$ cat config.mk
export PLATFORM = sky130hd
export DESIGN_NAME = waveform_min_max_decimator_unit
export DESIGN_NICKNAME = d
export VERILOG_FILES = /design/src/hw/rtl/wmmd_pkg.sv /design/src/hw/rtl/waveform_min_max_decimator_unit.sv
export SDC_FILE = /design/constraint.sdc
export NUM_CORES = 2
export LEC_CHECK = 0
export BUFFER_PORTS_ARGS = -buffer_cell sky130_fd_sc_hd__buf_2
export CAP_MARGIN = 20
export CORE_ASPECT_RATIO = 1.2
export CORE_UTILIZATION = 30
export CTS_BUF_LIST = sky130_fd_sc_hd__clkbuf_8
export DETAILED_ROUTE_END_ITERATION = 12
export PLACE_DENSITY = 0.58
export RECOVER_POWER = 25
export SKIP_CTS_REPAIR_TIMING = 1
export SLEW_MARGIN = 20
export SYNTH_ARGS = -nofsm -noshare
export SYNTH_HDL_FRONTEND = slang
export SYNTH_SLANG_ARGS = --single-unit
$ cat constraint.sdc
create_clock -name clk -period 6.1 [get_ports clk]
set_clock_uncertainty 0.15 [all_clocks]
set_input_delay 0.915 -clock clk [delete_from_list [all_inputs] [get_ports clk]]
set_output_delay 0.915 -clock clk [all_outputs]
set_load 0.02 [all_outputs]
$ cat src/hw/rtl/wmmd_pkg.sv
package wmmd_pkg;

    // Widths of the configuration registers and of the column counter.
    localparam int START_BITS  = 32;
    localparam int STEP_BITS   = 16;
    localparam int COLUMN_BITS = 13;
    localparam int CFG_DATA_BITS = 32;
    localparam int CFG_INDEX_BITS = 2;

    // Register indexes on the configuration port.
    typedef enum logic [CFG_INDEX_BITS-1:0] {
        REG_LINE_MODE    = 2'd0,
        REG_WINDOW_START = 2'd1,
        REG_STEP_SIZE    = 2'd2,
        REG_COLUMN_COUNT = 2'd3
    } cfg_reg_t;

    // Last count of the window precompute after a register write: a load step,
    // one step per quotient bit, then a step to form the end indexes.
    localparam int CALC_LAST = COLUMN_BITS + 1;
    localparam int CALC_CNT_BITS = $clog2(CALC_LAST + 1);

endpackage

$ cat src/hw/rtl/waveform_min_max_decimator_unit.sv
// Min/max waveform decimator.
// Input channel s_*: one audio sample per beat; s_tuser marks the first sample
// of a recording (index restarts at zero), s_tlast marks its final sample.
// Output channel m_*: one result beat per finished peak bucket, or per sample
// inside the window in line mode; m_tlast marks the last result of a window.
// Configuration: cfg_we writes cfg_data into register cfg_index (line mode,
// window start, step size, column count) in the same clock edge.
// Throughput is one sample per cycle while s_tready is high. A result is
// registered in the output register, or in the skid register if that is full.
// After each register write the block forms the window end
// indexes (a 13-step shift-subtract divider for the line count, one multiply
// for the peak span); s_tready stays low during that time.
// A two-entry output stage (output register plus skid register) keeps input
// accepted while a result waits; with both full, s_tready drops until the
// receiver takes a beat.
// Reset clears the counters, the window state and the output valid flags and
// loads register defaults: peak mode, start 0, step 1, one column.
module waveform_min_max_decimator_unit #(
    parameter int SAMPLE_BITS = 16,
    parameter int INDEX_BITS  = 32,
    parameter int MAX_COLUMNS = 4096
) (
    input  logic clk,
    input  logic rst_n,

    // Input stream.
    input  logic                                 s_tvalid,
    output logic                                 s_tready,
    input  logic [((SAMPLE_BITS+7)/8)*8-1:0]     s_tdata,   // sample_value
    input  logic                                 s_tuser,   // first_sample
    input  logic                                 s_tlast,   // last_sample

    // Result stream.
    output logic                                 m_tvalid,
    input  logic                                 m_tready,
    // peak_low, peak_high, column_index, zero fill
    output logic [((2*SAMPLE_BITS+wmmd_pkg::COLUMN_BITS+7)/8)*8-1:0] m_tdata,
    output logic                                 m_tlast,   // window_end

    // Configuration write port.
    input  logic                                 cfg_we,
    input  logic [wmmd_pkg::CFG_INDEX_BITS-1:0]  cfg_index,
    input  logic [wmmd_pkg::CFG_DATA_BITS-1:0]   cfg_data
);
    import wmmd_pkg::*;

    localparam int IN_TDATA_BITS  = ((SAMPLE_BITS + 7) / 8) * 8;
    localparam int OUT_BITS       = 2 * SAMPLE_BITS + COLUMN_BITS;
    localparam int OUT_TDATA_BITS = ((OUT_BITS + 7) / 8) * 8;
    // Window end indexes stay below start + 2^28, so compare two bits above the start.
    localparam int CMP_BITS = (INDEX_BITS > START_BITS + 1) ? INDEX_BITS : START_BITS + 2;
    localparam int PROD_BITS = COLUMN_BITS + STEP_BITS;

    // Configuration registers.
    logic                   line_mode_reg;
    logic [START_BITS-1:0]  window_start_reg;
    logic [STEP_BITS-1:0]   step_size_reg;
    logic [COLUMN_BITS-1:0] column_count_reg;

    always_ff @(posedge clk or negedge rst_n)
    begin
        if (!rst_n)
        begin
            line_mode_reg    <= 1'b0;
            window_start_reg <= '0;
            step_size_reg    <= STEP_BITS'(1);
            column_count_reg <= COLUMN_BITS'(1);
        end
        else if (cfg_we)
        begin
            unique case (cfg_reg_t'(cfg_index))
                REG_LINE_MODE:    line_mode_reg    <= cfg_data[0];
                REG_WINDOW_START: window_start_reg <= cfg_data[START_BITS-1:0];
                REG_STEP_SIZE:    step_size_reg    <= cfg_data[STEP_BITS-1:0];
                REG_COLUMN_COUNT: column_count_reg <= cfg_data[COLUMN_BITS-1:0];
                default:          ;
            endcase
        end
    end

    // Effective step (zero counts as one) and clamped window width.
    logic [STEP_BITS-1:0]   step_eff;
    logic [COLUMN_BITS-1:0] width_eff;

    assign step_eff  = (step_size_reg == '0) ? STEP_BITS'(1) : step_size_reg;
    assign width_eff = (32'(column_count_reg) > MAX_COLUMNS) ? COLUMN_BITS'(MAX_COLUMNS)
                                                             : column_count_reg;

    // Window end precompute: shift-subtract divider for ceil(width / step)
    // and one multiply for the peak span, restarted by every register write.
    logic                     calc_busy_reg;
    logic [CALC_CNT_BITS-1:0] calc_cnt_reg;
    logic [COLUMN_BITS-1:0]   quo_reg;
    logic [STEP_BITS-1:0]     rem_reg;
    logic [PROD_BITS-1:0]     prod_reg;
    logic [CMP_BITS-1:0]      line_end_reg;
    logic [CMP_BITS-1:0]      peak_end_reg;

    logic [STEP_BITS:0]       rem_shift;
    logic                     rem_ge;
    logic [STEP_BITS:0]       rem_sub;

    assign rem_shift = {rem_reg, quo_reg[COLUMN_BITS-1]};
    assign rem_ge    = rem_shift >= {1'b0, step_eff};
    assign rem_sub   = rem_shift - {1'b0, step_eff};

    always_ff @(posedge clk or negedge rst_n)
    begin
        if (!rst_n)
        begin
            calc_busy_reg <= 1'b0;
            calc_cnt_reg  <= '0;
            line_end_reg  <= CMP_BITS'(1);
            peak_end_reg  <= '0;
        end
        else if (cfg_we)
        begin
            calc_busy_reg <= 1'b1;
            calc_cnt_reg  <= '0;
        end
        else if (calc_busy_reg)
        begin
            calc_cnt_reg <= calc_cnt_reg + CALC_CNT_BITS'(1);
            if (calc_cnt_reg == CALC_CNT_BITS'(CALC_LAST))
            begin
                calc_busy_reg <= 1'b0;
                line_end_reg  <= CMP_BITS'(window_start_reg) + CMP_BITS'(quo_reg)
                                 + CMP_BITS'(rem_reg != '0);
                peak_end_reg  <= CMP_BITS'(window_start_reg) + CMP_BITS'(prod_reg)
                                 - CMP_BITS'(1);
            end
        end
    end

    // Divider datapath.
    always_ff @(posedge clk)
    begin
        if (calc_busy_reg)
        begin
            if (calc_cnt_reg == '0)
            begin
                quo_reg  <= width_eff;
                rem_reg  <= '0;
                prod_reg <= PROD_BITS'(width_eff) * PROD_BITS'(step_eff);
            end
            else if (calc_cnt_reg != CALC_CNT_BITS'(CALC_LAST))
            begin
                rem_reg <= rem_ge ? rem_sub[STEP_BITS-1:0] : rem_shift[STEP_BITS-1:0];
                quo_reg <= {quo_reg[COLUMN_BITS-2:0], rem_ge};
            end
        end
    end

    // Window state.
    logic [INDEX_BITS-1:0]  position_reg;
    logic [STEP_BITS-1:0]   fill_reg;
    logic [COLUMN_BITS-1:0] columns_reg;
    logic [SAMPLE_BITS-1:0] run_low_reg;
    logic [SAMPLE_BITS-1:0] run_high_reg;
    logic                   closed_reg;

    logic [INDEX_BITS-1:0]  position_next;
    logic [STEP_BITS-1:0]   fill_next;
    logic [COLUMN_BITS-1:0] columns_next;
    logic [SAMPLE_BITS-1:0] run_low_next;
    logic [SAMPLE_BITS-1:0] run_high_next;
    logic                   closed_next;

    logic                   accept;
    logic                   res_valid;
    logic                   res_end;
    logic [SAMPLE_BITS-1:0] res_low;
    logic [SAMPLE_BITS-1:0] res_high;

    logic signed [SAMPLE_BITS-1:0] sample;
    logic [INDEX_BITS-1:0]  idx;
    logic [CMP_BITS-1:0]    idx_wide;
    logic                   after_start;
    logic [STEP_BITS-1:0]   fill_base;
    logic [STEP_BITS-1:0]   fill_inc;
    logic                   closed_base;
    logic [COLUMN_BITS-1:0] columns_base;
    logic                   is_end;

    assign accept   = s_tvalid && s_tready;
    assign sample   = s_tdata[SAMPLE_BITS-1:0];
    assign idx      = s_tuser ? '0 : position_reg;
    assign idx_wide = CMP_BITS'(idx);
    assign after_start = idx_wide >= CMP_BITS'(window_start_reg);
    assign fill_base    = s_tuser ? '0 : fill_reg;
    assign closed_base  = s_tuser ? 1'b0 : closed_reg;
    assign columns_base = s_tuser ? '0 : columns_reg;
    assign fill_inc     = fill_base + STEP_BITS'(1);

    // Per-sample update: bucket extremes, column count and window close.
    always_comb
    begin
        position_next = (&idx) ? idx : idx + INDEX_BITS'(1);
        fill_next     = fill_base;
        columns_next  = columns_base;
        run_low_next  = run_low_reg;
        run_high_next = run_high_reg;
        closed_next   = closed_base;
        res_valid     = 1'b0;
        res_end       = 1'b0;
        res_low       = sample;
        res_high      = sample;
        is_end        = 1'b0;

        if (!closed_base)
        begin
            if (line_mode_reg)
            begin
                if (after_start && idx_wide <= line_end_reg)
                begin
                    is_end       = (idx_wide == line_end_reg) || s_tlast;
                    res_valid    = 1'b1;
                    res_end      = is_end;
                    columns_next = columns_base + COLUMN_BITS'(1);
                    if (is_end)
                    begin
                        closed_next = 1'b1;
                    end
                end
            end
            else if (width_eff != '0 && after_start && idx_wide <= peak_end_reg)
            begin
                if (fill_base == '0)
                begin
                    run_low_next  = sample;
                    run_high_next = sample;
                end
                else if (sample < $signed(run_low_reg))
                begin
                    run_low_next = sample;
                end
                else if (sample > $signed(run_high_reg))
                begin
                    run_high_next = sample;
                end
                fill_next = fill_inc;
                is_end    = (idx_wide == peak_end_reg) || s_tlast;
                res_low   = run_low_next;
                res_high  = run_high_next;
                if (fill_inc >= step_eff || is_end)
                begin
                    res_valid    = 1'b1;
                    res_end      = is_end;
                    columns_next = columns_base + COLUMN_BITS'(1);
                    fill_next    = '0;
                    if (is_end)
                    begin
                        closed_next = 1'b1;
                    end
                end
            end
        end

        // The end of a recording closes the window and drops an open bucket.
        if (s_tlast)
        begin
            closed_next = 1'b1;
            fill_next   = '0;
        end
    end

    always_ff @(posedge clk or negedge rst_n)
    begin
        if (!rst_n)
        begin
            position_reg <= '0;
            fill_reg     <= '0;
            columns_reg  <= '0;
            run_low_reg  <= '0;
            run_high_reg <= '0;
            closed_reg   <= 1'b0;
        end
        else if (accept)
        begin
            position_reg <= position_next;
            fill_reg     <= fill_next;
            columns_reg  <= columns_next;
            run_low_reg  <= run_low_next;
            run_high_reg <= run_high_next;
            closed_reg   <= closed_next;
        end
    end

    // Output register and skid register.
    logic                   out_valid_reg;
    logic [SAMPLE_BITS-1:0] out_low_reg;
    logic [SAMPLE_BITS-1:0] out_high_reg;
    logic [COLUMN_BITS-1:0] out_col_reg;
    logic                   out_end_reg;
    logic                   skid_valid_reg;
    logic [SAMPLE_BITS-1:0] skid_low_reg;
    logic [SAMPLE_BITS-1:0] skid_high_reg;
    logic [COLUMN_BITS-1:0] skid_col_reg;
    logic                   skid_end_reg;

    logic push;
    logic out_free;

    assign push     = accept && res_valid;
    assign out_free = !out_valid_reg || m_tready;
    assign s_tready = !skid_valid_reg && !calc_busy_reg;

    always_ff @(posedge clk or negedge rst_n)
    begin
        if (!rst_n)
        begin
            out_valid_reg  <= 1'b0;
            skid_valid_reg <= 1'b0;
        end
        else if (out_free)
        begin
            out_valid_reg  <= skid_valid_reg || push;
            skid_valid_reg <= 1'b0;
        end
        else if (push)
        begin
            skid_valid_reg <= 1'b1;
        end
    end

    always_ff @(posedge clk)
    begin
        if (out_free)
        begin
            if (skid_valid_reg)
            begin
                out_low_reg  <= skid_low_reg;
                out_high_reg <= skid_high_reg;
                out_col_reg  <= skid_col_reg;
                out_end_reg  <= skid_end_reg;
            end
            else if (push)
            begin
                out_low_reg  <= res_low;
                out_high_reg <= res_high;
                out_col_reg  <= columns_base;
                out_end_reg  <= res_end;
            end
        end
        else if (push)
        begin
            skid_low_reg  <= res_low;
            skid_high_reg <= res_high;
            skid_col_reg  <= columns_base;
            skid_end_reg  <= res_end;
        end
    end

    assign m_tvalid = out_valid_reg;
    assign m_tlast  = out_end_reg;
    assign m_tdata  = OUT_TDATA_BITS'({out_col_reg, out_high_reg, out_low_reg});

    // The sample port may be wider than a sample; the fill bits are not used.
    logic unused_fill;
    assign unused_fill = ^s_tdata[IN_TDATA_BITS-1:SAMPLE_BITS-1];

    // The skid register only fills behind a waiting output beat.
    assert property (@(posedge clk) disable iff (!rst_n)
        skid_valid_reg |-> out_valid_reg)
        else $error("skid register holds a beat while the output register is empty");

    // No sample is taken while the window ends are being recomputed.
    assert property (@(posedge clk) disable iff (!rst_n)
        calc_busy_reg |-> !s_tready)
        else $error("sample accepted during window precompute");

    // A result that ends the window leaves the window closed.
    assert property (@(posedge clk) disable iff (!rst_n)
        (push && res_end) |=> closed_reg)
        else $error("window still open after its last result");

    // A beat pushed into a full output stage is kept in the skid register.
    assert property (@(posedge clk) disable iff (!rst_n)
        (push && !out_free) |=> skid_valid_reg)
        else $error("stalled result was not kept in the skid register");

endmodule
==> run metrics <==
max_cap viols=2; worst r2r dst=prod_reg[24]; initial antenna violation count=4; Final Hold Fails=0; violated checks=max-capacitance violations, max-slew violations; largest net degree at the start of global routing=86; Die ar.=between 100,000 and 150,000 um^2; max FFs per register=34; post-route cell area=34,300 um^2; Max-Slew Margin vs Limit=-2.253; Synth area leader=dfrtp_1; vias in the first global route=approximately 23,000; Final Cycle Share=0.9730; reg-to-reg startpoint=column_count_reg[12]; Avg Vias per Cell=just under 5; global-route wire length before repair=123,900 um; Net Sw Power=~6.5 mW; cell row count=127; wire per inst=about 17 um; CTS root buf=clkbuf_8; count leader, synth=inv_1; Slew Viols, Final=119; R2R depth=22; H-tree depth=3; sequential area share after synthesis=0.3392; Slew @ Worst Pin=4.879 ns; Area growth syn-to-layout=13.38%; CTS tree=built; DRT Wirelength=78,330 um; Placement Cell Area=32,680 um^2; vias=roughly 22,000; RSZ-0062 raised after global routing=yes; Die H=around 350 um; CTS buffer count=slightly below 70; Die Width=~300 um; Metal-1 WL=34,020 um; Placed Instances=between 4,000 and 5,000; DR WL met3=2994 um; async set-reset flop share out of synthesis=0.6053; hold depth=2; Area contributors post-synth=dfrtp_1 (19%), edfxtp_1 (15%), ha_1 (13%); gr ovfl total=0; number of synthesized flops with an enable pin=150; Yosys warnings=0; starting density of the core=0.3027; sw frac=0.4360; Leak Pwr=16.11 nW; pwr dens=438.0 nW/um^2; syn_area_per_cell=9.593 um^2; synthesized cell area=30,260 um^2; hold path start=peak_end_reg[33]; cell count after synthesis=3,154; antenna violation net count after detailed routing=0; Clock transition at path regs=0.06 ns; internal power=8.474 mW; IO Count=approximately 110; class of the worst hold path=reg2reg; clk_lat worst skew=roughly 0.67 ns; final setup fails=0; CP Data Required Time=6.36 ns; min cycle time layout=5.935 ns; Final #Nets=~3,900; IO buf count=104; power share of the sequential group=0.226; Netlist cell types=82; maximum VDD drop=0.0004954 V; GRT Overall Usage=0.1541; CP Capture Type=flip-flop; synthesized flop and latch total=between 300 and 400; Worst Hold Path EP=peak_end_reg[33]; FILL cells=between 10,000 and 15,000; status=finished, violations left; crit-path max FO=8; most frequent cells after synthesis=inv_1 (480), nand2_1 (359), ha_1 (316), dfrtp_1 (227), o21ai_0 (170); post-detail-place hpwl=61,840 um; met2 routed WL=38,560 um; Worst Setup Path Type=reg2reg; fmax=~170 MHz; top sig layer=met4; top cell type's share of synthesized area=0.1878; Primary FF master, synth=dfrtp_1; clock sinks=380; combinational fraction of design power=0.616; final std cells w/o fill=between 4,000 and 5,000; GPL Wtd Cong=0.8559; Clock power frac=0.158; startpoint types=flip-flop; Iter 0 DRT Violations=roughly 1,200; buffer depth of the longest clock path=3; Worst EP arrival=between 6 and 7 ns; layout cells sized above 1=0.1416; number of remaining DRC errors=0; Pre-Repair DR Iteration Count=5; flop2flop setup slack=approximately 0.16 ns; Core Region=around 100,000 um^2
[worst max path at each step]
stage | startpoint | to | cells past startpoint | slack (ns)
6_report | column_count_reg[12] | prod_reg[24] | 22 | 0.16
5_1_grt | column_count_reg[12] | prod_reg[28] | 21 | -0.04
4_1_cts | step_size_reg[4] | prod_reg[27] | 22 | -0.19
3_5_place_dp | step_size_reg[4] | prod_reg[27] | 22 | -0.17
3_3_place_gp | step_size_reg[4] | prod_reg[27] | 22 | -0.17
2_1_floorplan | s_tuser | m_tlast | 24 | -0.06
[power by group through the flow]
stage,clock [mW],combinational (mW),sequential (mW)
CTS,2.47,8.97,3.40
global placement,0,8.82,3.44
global route,2.57,10.4,3.43
floorplan,0,6.45,3.37
finish,2.38,9.25,3.40
detailed placement,0,8.90,3.44
[through the flow]
stage / hold WS (ns) / utilization / worst slack (ns) / setup TNS [ns] / power, mW
floorplan: 0.2894 / - / -0.05953 / -4.036 / 9.823
CTS: 0.07723 / 0.3403 / -0.1872 / -0.8156 / 14.84
global placement: 0.3052 / 0.3270 / -0.1689 / -0.6240 / 12.26
global route: 0.3213 / 0.3432 / -0.03930 / -0.07994 / 16.45
finish: 0.3168 / 0.3432 / 0.1646 / 0 / 15.02
detailed placement: 0.3097 / 0.3270 / -0.1683 / -0.6828 / 12.35
[placed cells by master (no fill, tap or decap), drive strengths merged, types with 12 or more instances in the layout]
cell	n
nor2b	66
mux2	137
o211ai	12
nand3	69
nor4	29
a21o	54
and2	92
nand4	33
nor2	141
clkinv	15
a21oi	104
o21ai	174
or3	13
edfxtp	150
nor3	43
nand2b	34
and3	26
mux2i	19
xnor2	91
nand2	359
clkbuf	85
xor2	51
o21bai	14
ha	316
a211oi	16
dfrtp	227
inv	507
fa	158
buf	194
[layer usage]
| metal | vias to the layer above | GRT usage |
|---|---|---|
| met4 | 0 | 0.06305 |
| li1 | 10940 | - |
| met5 | - | 0 |
| met3 | 131 | 0.01766 |
| met1 | 10950 | 0.1924 |
| met2 | 431 | 0.2692 |
[cell families (layout without fill, tap and decap cells)]
logic type / Yosys count / count (layout) / synth area share
AOI/OAI and AO/OA: 477 / 477 / 0.09917
xor gates and xnor gates: 142 / 142 / 0.04111
adders and majority gates: 474 / 474 / 0.2352
buffers and inverters: 586 / 805 / 0.07419
DFF: 380 / 380 / 0.3392
muxes: 156 / 156 / 0.06075
other: 1 / 6 / 0.0001239
and+or+nand+nor: 938 / 938 / 0.1502
[worst max-delay path: stages (launching register included)]
cell and delay [ns]:
dfrtp_2 0.44, buf_6 0.15, nor2b_2 0.18, buf_4 0.20
nand2_1 0.08, fa_1 0.51, inv_1 0.05, fa_1 0.51
fa_1 0.44, fa_1 0.54, inv_1 0.05, fa_1 0.53
inv_1 0.04, ha_1 0.30, buf_4 0.16, nand2_1 0.07
o21ai_2 0.08, nor3_2 0.19, a21oi_2 0.11, o41a_1 0.43
buf_4 0.16, o22a_1 0.16, xor2_1 0.14
[final cells by class]
type	count	area, um^2	share of cell area
repair buffers	202	1340	0.03906
inverters	481	1805	0.05263
clock buffers	77	1060	0.03089
diodes	3	7.507	0.0002189
flip-flops and latches	380	10260	0.2992
clock inverters	45	270.3	0.007879
well taps	1290	1614	0.04705
multi-input cells	2190	17940	0.5230
(Power assumes the default switching activity.)
